===== config.mk =====
export PLATFORM = sky130hd
export DESIGN_NAME = gpio_bank_registers
export DESIGN_NICKNAME = d
export VERILOG_FILES = /design/src/hdl/gbr_pkg.sv /design/src/hdl/gbr_front.sv /design/src/hdl/gbr_cmd_queue.sv /design/src/hdl/gbr_back.sv /design/src/hdl/gpio_bank_registers.sv
export SDC_FILE = /design/constraint.sdc
export NUM_CORES = 1
export LEC_CHECK = 0
export BUFFER_PORTS_ARGS = -buffer_cell sky130_fd_sc_hd__buf_2
export CAP_MARGIN = 5
export CELL_PAD_IN_SITES_DETAIL_PLACEMENT = 0
export CELL_PAD_IN_SITES_GLOBAL_PLACEMENT = 1
export CORE_ASPECT_RATIO = 1.75
export CORE_MARGIN = 1
export CORE_UTILIZATION = 43
export DETAILED_ROUTE_END_ITERATION = 10
export PLACE_DENSITY = 0.74
export SYNTH_ARGS = -nofsm -noshare
export SYNTH_HDL_FRONTEND = slang
export SYNTH_HIERARCHICAL = 1
export SYNTH_SLANG_ARGS = --single-unit

===== constraint.sdc =====
create_clock -name clk -period 14.7 [get_ports clk]
set_clock_uncertainty 0.15 [all_clocks]
set_input_delay 2.94 -clock clk [delete_from_list [all_inputs] [get_ports clk]]
set_output_delay 2.94 -clock clk [all_outputs]
set_load 0.02 [all_outputs]

===== src/hdl/gbr_pkg.sv =====
`default_nettype none

package gbr_pkg;

  // Bank geometry
  localparam int PIN_COUNT = 32;
  localparam int DATA_W    = 32;
  localparam int OFS_W     = 10;
  localparam int REQ_W     = 2;

  // Bits of implemented pins
  localparam logic [DATA_W-1:0] PIN_MASK =
    DATA_W'((64'd1 << PIN_COUNT) - 64'd1);

  // Register window byte offsets
  localparam logic [OFS_W-1:0] OFS_REVISION  = OFS_W'(10'h000);
  localparam logic [OFS_W-1:0] OFS_IRQSTATUS = OFS_W'(10'h018);
  localparam logic [OFS_W-1:0] OFS_IRQENABLE = OFS_W'(10'h01C);
  localparam logic [OFS_W-1:0] OFS_OE        = OFS_W'(10'h034);
  localparam logic [OFS_W-1:0] OFS_DATAIN    = OFS_W'(10'h038);
  localparam logic [OFS_W-1:0] OFS_DATAOUT   = OFS_W'(10'h03C);
  localparam logic [OFS_W-1:0] OFS_RISE      = OFS_W'(10'h048);
  localparam logic [OFS_W-1:0] OFS_FALL      = OFS_W'(10'h04C);
  localparam logic [OFS_W-1:0] OFS_CLEAROUT  = OFS_W'(10'h090);
  localparam logic [OFS_W-1:0] OFS_SETOUT    = OFS_W'(10'h094);

  localparam logic [DATA_W-1:0] REVISION_VAL = DATA_W'(32'h25);

  // Request kinds as they arrive on the bus side
  typedef enum logic [REQ_W-1:0] {
    REQ_READ  = 2'd0,
    REQ_WRITE = 2'd1,
    REQ_TICK  = 2'd2,
    REQ_NONE  = 2'd3
  } req_t;

  // Decoded register select
  typedef enum logic [3:0] {
    SEL_REVISION,
    SEL_IRQSTATUS,
    SEL_IRQENABLE,
    SEL_OE,
    SEL_DATAIN,
    SEL_DATAOUT,
    SEL_RISE,
    SEL_FALL,
    SEL_CLEAROUT,
    SEL_SETOUT,
    SEL_NONE
  } reg_sel_t;

  // Classified command handed from front to back
  typedef struct packed {
    req_t              kind;
    reg_sel_t          sel;
    logic [DATA_W-1:0] data;
  } cmd_t;

  // One result transaction
  typedef struct packed {
    logic [DATA_W-1:0] read_data;
    logic [DATA_W-1:0] pad_drive;
    logic [DATA_W-1:0] pad_enable_n;
    logic              irq_line;
    logic              access_error;
  } res_t;

  // Back-end status seen by the top level
  typedef struct packed {
    logic exec;
    logic res_full;
  } back_stat_t;

endpackage

`default_nettype wire


===== src/hdl/gbr_front.sv =====
`default_nettype none

module gbr_front (
  input  wire logic [gbr_pkg::REQ_W-1:0]  req_type,
  input  wire logic [gbr_pkg::OFS_W-1:0]  reg_offset,
  input  wire logic [gbr_pkg::DATA_W-1:0] write_data,
  input  wire logic [gbr_pkg::DATA_W-1:0] pin_levels,
  output gbr_pkg::cmd_t                   cmd
);

  gbr_pkg::req_t     kind;
  gbr_pkg::reg_sel_t sel;

  // Offset decode
  always_comb begin
    case (reg_offset)
      gbr_pkg::OFS_REVISION:  sel = gbr_pkg::SEL_REVISION;
      gbr_pkg::OFS_IRQSTATUS: sel = gbr_pkg::SEL_IRQSTATUS;
      gbr_pkg::OFS_IRQENABLE: sel = gbr_pkg::SEL_IRQENABLE;
      gbr_pkg::OFS_OE:        sel = gbr_pkg::SEL_OE;
      gbr_pkg::OFS_DATAIN:    sel = gbr_pkg::SEL_DATAIN;
      gbr_pkg::OFS_DATAOUT:   sel = gbr_pkg::SEL_DATAOUT;
      gbr_pkg::OFS_RISE:      sel = gbr_pkg::SEL_RISE;
      gbr_pkg::OFS_FALL:      sel = gbr_pkg::SEL_FALL;
      gbr_pkg::OFS_CLEAROUT:  sel = gbr_pkg::SEL_CLEAROUT;
      gbr_pkg::OFS_SETOUT:    sel = gbr_pkg::SEL_SETOUT;
      default:                sel = gbr_pkg::SEL_NONE;
    endcase
  end

  // Classify and pick the payload word the back end needs
  always_comb begin
    kind = gbr_pkg::req_t'(req_type);
    cmd.kind = kind;
    cmd.sel  = sel;
    case (kind)
      gbr_pkg::REQ_TICK: cmd.data = pin_levels;
      default:           cmd.data = write_data;
    endcase
  end

endmodule

`default_nettype wire


===== src/hdl/gbr_cmd_queue.sv =====
`default_nettype none

module gbr_cmd_queue (
  input  wire logic          clk,
  input  wire logic          rst_n,
  input  wire logic          push,
  input  wire gbr_pkg::cmd_t din,
  output logic               full,
  input  wire logic          pop,
  output logic               valid,
  output gbr_pkg::cmd_t      dout
);

  logic [1:0]    cnt_r;
  logic [1:0]    cnt_nxt;
  gbr_pkg::cmd_t e0_r;
  gbr_pkg::cmd_t e1_r;

  assign full  = (cnt_r == 2'd2);
  assign valid = (cnt_r != 2'd0);
  assign dout  = e0_r;

  // Occupancy
  always_comb begin
    cnt_nxt = cnt_r + {1'b0, push} - {1'b0, pop};
  end

  always_ff @(posedge clk) begin
    if (!rst_n) begin
      cnt_r <= 2'd0;
    end else begin
      cnt_r <= cnt_nxt;
    end
  end

  // Two-slot shift storage, head in slot 0
  always_ff @(posedge clk) begin
    if (pop && cnt_r == 2'd2) begin
      e0_r <= e1_r;
    end else if (push && (cnt_r == 2'd0 || (cnt_r == 2'd1 && pop))) begin
      e0_r <= din;
    end
    if (push && ((cnt_r == 2'd1 && !pop) || (cnt_r == 2'd2 && pop))) begin
      e1_r <= din;
    end
  end

endmodule

`default_nettype wire


===== src/hdl/gbr_back.sv =====
`default_nettype none

module gbr_back (
  input  wire logic          clk,
  input  wire logic          rst_n,
  input  wire logic          cmd_valid,
  input  wire gbr_pkg::cmd_t cmd,
  output logic               cmd_pop,
  input  wire logic          res_pop,
  output logic               res_valid,
  output gbr_pkg::res_t      res,
  output gbr_pkg::back_stat_t stat
);

  localparam logic [gbr_pkg::DATA_W-1:0] MASK = gbr_pkg::PIN_MASK;

  // Bank registers
  logic [gbr_pkg::DATA_W-1:0] data_out_r,  data_out_nxt;
  logic [gbr_pkg::DATA_W-1:0] oe_n_r,      oe_n_nxt;
  logic [gbr_pkg::DATA_W-1:0] data_in_r,   data_in_nxt;
  logic [gbr_pkg::DATA_W-1:0] irq_en_r,    irq_en_nxt;
  logic [gbr_pkg::DATA_W-1:0] irq_stat_r,  irq_stat_nxt;
  logic [gbr_pkg::DATA_W-1:0] rise_r,      rise_nxt;
  logic [gbr_pkg::DATA_W-1:0] fall_r,      fall_nxt;

  logic [gbr_pkg::DATA_W-1:0] wd;
  logic [gbr_pkg::DATA_W-1:0] rd;
  logic [gbr_pkg::DATA_W-1:0] rises;
  logic [gbr_pkg::DATA_W-1:0] falls;
  logic                       exec;
  gbr_pkg::res_t              res_new;

  // Result queue
  logic [1:0]    rcnt_r;
  logic [1:0]    rcnt_nxt;
  logic          res_full;
  logic          rpop;
  gbr_pkg::res_t r0_r;
  gbr_pkg::res_t r1_r;

  assign res_full  = (rcnt_r == 2'd2);
  assign res_valid = (rcnt_r != 2'd0);
  assign res       = r0_r;
  assign rpop      = res_pop && res_valid;
  assign exec      = cmd_valid && !res_full;
  assign cmd_pop   = exec;
  assign stat.exec     = exec;
  assign stat.res_full = res_full;

  // Read mux on current state
  always_comb begin
    case (cmd.sel)
      gbr_pkg::SEL_REVISION:  rd = gbr_pkg::REVISION_VAL;
      gbr_pkg::SEL_IRQSTATUS: rd = irq_stat_r;
      gbr_pkg::SEL_IRQENABLE: rd = irq_en_r;
      gbr_pkg::SEL_OE:        rd = oe_n_r;
      gbr_pkg::SEL_DATAIN:    rd = data_in_r;
      gbr_pkg::SEL_DATAOUT:   rd = data_out_r;
      gbr_pkg::SEL_RISE:      rd = rise_r;
      gbr_pkg::SEL_FALL:      rd = fall_r;
      gbr_pkg::SEL_CLEAROUT:  rd = data_out_r;
      gbr_pkg::SEL_SETOUT:    rd = data_out_r;
      default:                rd = '0;
    endcase
  end

  // Next state for the command at the queue head
  always_comb begin
    wd    = cmd.data & MASK;
    rises = ~data_in_r & wd & rise_r;
    falls = data_in_r & ~wd & fall_r;
    data_out_nxt = data_out_r;
    oe_n_nxt     = oe_n_r;
    data_in_nxt  = data_in_r;
    irq_en_nxt   = irq_en_r;
    irq_stat_nxt = irq_stat_r;
    rise_nxt     = rise_r;
    fall_nxt     = fall_r;
    res_new.read_data    = '0;
    res_new.access_error = 1'b0;
    case (cmd.kind)
      gbr_pkg::REQ_READ: begin
        res_new.read_data    = rd;
        res_new.access_error = (cmd.sel == gbr_pkg::SEL_NONE);
      end
      gbr_pkg::REQ_WRITE: begin
        res_new.access_error = (cmd.sel == gbr_pkg::SEL_NONE);
        case (cmd.sel)
          gbr_pkg::SEL_IRQSTATUS: irq_stat_nxt = irq_stat_r & ~wd;
          gbr_pkg::SEL_IRQENABLE: irq_en_nxt   = wd;
          gbr_pkg::SEL_OE:        oe_n_nxt     = wd;
          gbr_pkg::SEL_DATAOUT:   data_out_nxt = wd;
          gbr_pkg::SEL_RISE:      rise_nxt     = wd;
          gbr_pkg::SEL_FALL:      fall_nxt     = wd;
          gbr_pkg::SEL_CLEAROUT:  data_out_nxt = data_out_r & ~wd;
          gbr_pkg::SEL_SETOUT:    data_out_nxt = data_out_r | wd;
          default:                data_out_nxt = data_out_r;
        endcase
      end
      gbr_pkg::REQ_TICK: begin
        irq_stat_nxt = (irq_stat_r | rises | falls) & MASK;
        data_in_nxt  = wd;
      end
      default: begin
        res_new.read_data = '0;
      end
    endcase
    res_new.pad_drive    = data_out_nxt;
    res_new.pad_enable_n = oe_n_nxt;
    res_new.irq_line     = |(irq_stat_nxt & irq_en_nxt);
  end

  // Bank register update
  always_ff @(posedge clk) begin
    if (!rst_n) begin
      data_out_r <= '0;
      oe_n_r     <= MASK;
      data_in_r  <= '0;
      irq_en_r   <= '0;
      irq_stat_r <= '0;
      rise_r     <= '0;
      fall_r     <= '0;
    end else if (exec) begin
      data_out_r <= data_out_nxt;
      oe_n_r     <= oe_n_nxt;
      data_in_r  <= data_in_nxt;
      irq_en_r   <= irq_en_nxt;
      irq_stat_r <= irq_stat_nxt;
      rise_r     <= rise_nxt;
      fall_r     <= fall_nxt;
    end
  end

  // Result queue occupancy
  always_comb begin
    rcnt_nxt = rcnt_r + {1'b0, exec} - {1'b0, rpop};
  end

  always_ff @(posedge clk) begin
    if (!rst_n) begin
      rcnt_r <= 2'd0;
    end else begin
      rcnt_r <= rcnt_nxt;
    end
  end

  // Result storage, head in slot 0
  always_ff @(posedge clk) begin
    if (rpop && rcnt_r == 2'd2) begin
      r0_r <= r1_r;
    end else if (exec && (rcnt_r == 2'd0 || (rcnt_r == 2'd1 && rpop))) begin
      r0_r <= res_new;
    end
    if (exec && ((rcnt_r == 2'd1 && !rpop) || (rcnt_r == 2'd2 && rpop))) begin
      r1_r <= res_new;
    end
  end

endmodule

`default_nettype wire


===== src/hdl/gpio_bank_registers.sv =====
`default_nettype none

// 32-pin GPIO bank behind a register window.
// Input channel: bus reads, bus writes and pin-sample ticks. A transaction
// is taken at a clock edge with in_push high and in_full low.
// Result channel: one result per transaction, in order. The oldest result
// sits on the out_ ports while out_empty is low and leaves at an edge with
// out_pop high.
// A result reaches the out_ ports through both queues: the taking edge writes
// the command queue, and a later edge, once the result queue has room, executes
// the command into the result queue, from which the result can then be popped.
// Throughput: one transaction per cycle while the result queue has room; the
// execute stage does a read-modify-write of the bank flops for each command.
// Both the command queue and the result queue hold two entries. When the
// receiver stalls, results collect in the result queue, then the command
// queue fills and in_full rises; nothing is dropped.
// Reset (rst_n low, synchronous) empties both queues, clears all bank
// registers and sets output enable to all ones (no pin driven).
module gpio_bank_registers (
  input  wire logic                        clk,
  input  wire logic                        rst_n,
  input  wire logic                        in_push,
  output logic                             in_full,
  input  wire logic [gbr_pkg::REQ_W-1:0]   in_req_type,
  input  wire logic [gbr_pkg::OFS_W-1:0]   in_reg_offset,
  input  wire logic [gbr_pkg::DATA_W-1:0]  in_write_data,
  input  wire logic [gbr_pkg::DATA_W-1:0]  in_pin_levels,
  output logic                             out_empty,
  input  wire logic                        out_pop,
  output logic [gbr_pkg::DATA_W-1:0]       out_read_data,
  output logic [gbr_pkg::DATA_W-1:0]       out_pad_drive,
  output logic [gbr_pkg::DATA_W-1:0]       out_pad_enable_n,
  output logic                             out_irq_line,
  output logic                             out_access_error
);

  gbr_pkg::cmd_t       cmd_in;
  gbr_pkg::cmd_t       cmd_head;
  gbr_pkg::res_t       res;
  gbr_pkg::back_stat_t stat;
  logic                cq_full;
  logic                cq_valid;
  logic                cq_pop;
  logic                res_valid;
  logic                in_take;

  assign in_full = cq_full;
  assign in_take = in_push && !cq_full;

  // Front: classify the incoming transaction
  gbr_front u_front (
    .req_type   (in_req_type),
    .reg_offset (in_reg_offset),
    .write_data (in_write_data),
    .pin_levels (in_pin_levels),
    .cmd        (cmd_in)
  );

  // Decoupling queue
  gbr_cmd_queue u_cmd_queue (
    .clk   (clk),
    .rst_n (rst_n),
    .push  (in_take),
    .din   (cmd_in),
    .full  (cq_full),
    .pop   (cq_pop),
    .valid (cq_valid),
    .dout  (cmd_head)
  );

  // Back: execute against the bank registers
  gbr_back u_back (
    .clk       (clk),
    .rst_n     (rst_n),
    .cmd_valid (cq_valid),
    .cmd       (cmd_head),
    .cmd_pop   (cq_pop),
    .res_pop   (out_pop),
    .res_valid (res_valid),
    .res       (res),
    .stat      (stat)
  );

  assign out_empty        = !res_valid;
  assign out_read_data    = res.read_data;
  assign out_pad_drive    = res.pad_drive;
  assign out_pad_enable_n = res.pad_enable_n;
  assign out_irq_line     = res.irq_line;
  assign out_access_error = res.access_error;

  // Checks
  a_reset_empty: assert property (@(posedge clk)
    !rst_n |=> out_empty && !in_full)
    else $error("queues not empty after reset");

  a_push_lands: assert property (@(posedge clk) disable iff (!rst_n)
    in_push && !in_full |=> cq_valid)
    else $error("accepted transaction missing from command queue");

  a_exec_needs_cmd: assert property (@(posedge clk) disable iff (!rst_n)
    stat.exec |-> cq_valid && !stat.res_full)
    else $error("execute without command or result space");

  a_err_zero_data: assert property (@(posedge clk) disable iff (!rst_n)
    !out_empty && out_access_error |-> out_read_data == '0)
    else $error("error result carries read data");

endmodule

`default_nettype wire

==> key figures <==
Outcome
  • Status: completed

Worst setup path
  • CP arrival: 5.77 ns
  • Max incr delay on CP: a little under 0.9 ns
  • Crit-path slowest cell: buf_4
  • CP delay by family, top: buffers and inverters
  • WS Path Type: primary input to register
  • Setup crit end kind: register
  • Worst Path Buf+Inv: 4
  • Worst-path maximum fanout: 88
  • Crit path launch type: primary input
  • CP dominant cell by count: buf_4
  • Worst-path cell chain: buf_2 -> inv_4 -> buf_4 -> buf_4 -> nor3_1
  • Worst EP required: about 15 ns

Place
  • HPWL Detailed: 42.0 mm
  • # placed instances: 3019
  • Placement Cell Area: 0.0241 sq mm
  • Pre-CTS setup slack: 8.69 ns
  • Final Wtd Congestion: 0.830
  • IO buf count: ~180

STA
  • Fin crit period: ~5.5 ns
  • Final worst-path cycle share: 0.374
  • Endpoints failing hold: 0
  • RSZ-0062 raised after global routing: no
  • Relative slew slack: 0.272
  • Setup TNS: 0 ns
  • Setup-failing EPs final: 0
  • Final setup margin: 9.20 ns
  • Worst-margin pin slew: about 1.1 ns
  • Hold slack: 0.319 ns
  • Max Clk Rate: 0.182 GHz
  • Max Slew Vio Count: 0

Finish
  • Share of cells above drive strength 1: 0.158
  • Ant. Diodes: 0
  • Fin nets: between 2000 and 2500
  • Finished Cell Area: 0.0257 sq mm
  • Fin util: 0.490
  • Area grow syn2layout: 12.4%
  • Final Non-Filler Cells: 3104

GRT
  • Vias in the first global route: 17100
  • GRT Total Usage: 0.243
  • Largest net degree at the start of global routing: 89
  • Initial antenna violation count: 0
  • Grt total ovfl: 0
  • First-pass GRT wire length: 101 mm

Logic synthesis
  • Post-synth net total: 2420
  • Syn Std Cell Area: 0.0228 sq mm
  • Average size of a mapped cell: 9.79 sq um
  • Synth warnings: 6
  • Synthesized instance count: 2333

Detailed routing
  • DRC errors left: 0
  • DR pass1 iterations: 7
  • Drt first-iter violations: 1813
  • DR vias: 17800
  • Post-DRT Antenna Nets: 0
  • DR vias/cell: 5.73
  • Drt wl/cell: 21.2 um
  • Final wirelength: 66.0 mm

Power
  • Sw power: around 1.7 mW
  • Register share of total power: 0.464
  • Peak supply drop: 114 uV
  • Internal: about 3 mW
  • Comb power frac: 0.273
  • Sw Ratio: 0.363
  • Clk pwr share: 0.263
  • Pwr dens: 188 mW/mm^2
  • Cell leakage power: slightly above 9 nW
  • Total power: 4.81 mW

Floorplanning
  • Row cnt: 111
  • Starting density of the core: 0.436
  • Total I/O pin count: 180
  • Core region area: ~0.052 sq mm
  • Die W: around 180 um
  • Full die area: 0.0541 sq mm
  • DIE HEIGHT: 307 um

Clocking
  • Hold buffer count at CTS: 0
  • CTS resizes: 0
  • CTS Sinks: 500
  • H-tree depth: 2
  • Clock-pin slew on the worst setup and hold paths: 0.06 ns
  • TritonCTS clock tree: yes
  • Root Buffer Master: clkbuf_16
  • CTS Buf Count: 46
  • CTS Buffer Depth: 3
  • Worst-Skew Late Latency: approximately 0.6 ns
  • Post-CTS setup buffer count: 0

Min path
  • Hold crit path type: register to register

Flow run
  • MaxCap Viol Count: 0
## path summary, 6_finish.rpt
| kind | startpoint | endpoint | slack [ns] | cells past startpoint |
|---|---|---|---|---|
| worst max register to register | u_cmd_queue/dout[36]$_DFFE_PP_ | u_back/res[1]$_DFFE_PP_ | 10.77 | 9 |
| worst min-delay path | u_back/irq_en_r[11]$_SDFFE_PN0P_ | u_back/irq_en_r[11]$_SDFFE_PN0P_ | 0.32 | 2 |
| worst max-delay path | rst_n | u_back/data_out_r[4]$_SDFFE_PN0P_ | 9.20 | 5 |
| worst min register to register | u_back/irq_en_r[11]$_SDFFE_PN0P_ | u_back/irq_en_r[11]$_SDFFE_PN0P_ | 0.32 | 2 |
## flip-flops by register name, summed over array words and instances (netlist names)
signal / count
u_back/fall_r: 32
u_cmd_queue/e1_r: 38
u_back/rise_r: 32
u_back/data_in_r: 32
u_back/res: 98
u_cmd_queue/cnt_r: 2
u_back/rcnt_r: 2
u_back/r1_r: 98
u_back/irq_stat_r: 32
u_back/data_out_r: 32
u_back/irq_en_r: 32
u_cmd_queue/dout: 38
u_back/oe_n_r: 32
## power groups by stage
stage	registers (mW)	clock network, mW	logic [mW]
6_report	2.23	1.27	1.31
5_1_grt	2.27	1.34	1.44
3_5_place_dp	2.26	0	1.32
4_1_cts	2.23	1.30	1.32
3_3_place_gp	2.25	0	1.29
2_1_floorplan	2.31	0	0.799
## worst min-delay path, cell delays in order, from the launching register on
cell	delay [ns]
dfxtp_1	0.32
nand2_1	0.05
a21oi_1	0.05
## layer usage
metal	up-vias	wire [um]	global-route usage
met3	142	3910	0.0244
met2	735	31800	0.410
met5	-	0	0
li1	8415	-	-
met4	0	2720	0.109
met1	8508	27500	0.314
## placed cells by master, fill, tap and decap left out, types with 7 or more instances in the layout
cell / n
o21ai_0: 52
a22oi_1: 86
a221oi_1: 8
mux2_1: 32
clkbuf_16: 48
mux2i_1: 49
mux2_4: 9
nand3b_1: 66
buf_2: 179
nand2_1: 392
clkinv_2: 7
mux2_2: 46
a21oi_1: 245
o211ai_1: 33
inv_1: 60
nor3_1: 31
a22o_1: 8
edfxtp_1: 272
or2_2: 8
buf_4: 32
a222oi_1: 21
dfxtp_1: 228
o31ai_1: 21
nand3_1: 41
o22ai_1: 19
nor2_1: 235
ha_1: 7
a31oi_1: 42
a21o_1: 30
clkbuf_1: 13
## final cells by class
cell class / count / area [sq um]
timing repair buffer: 211 / 1140
fill: 4798 / 26700
inverter: 63 / 239
clock inverter: 16 / 231
sequential: 500 / 12700
multi-input combinational: 1567 / 9140
clock buffer: 69 / 1340
tap: 678 / 848
Note: power is estimated with default switching activity, not from simulation.
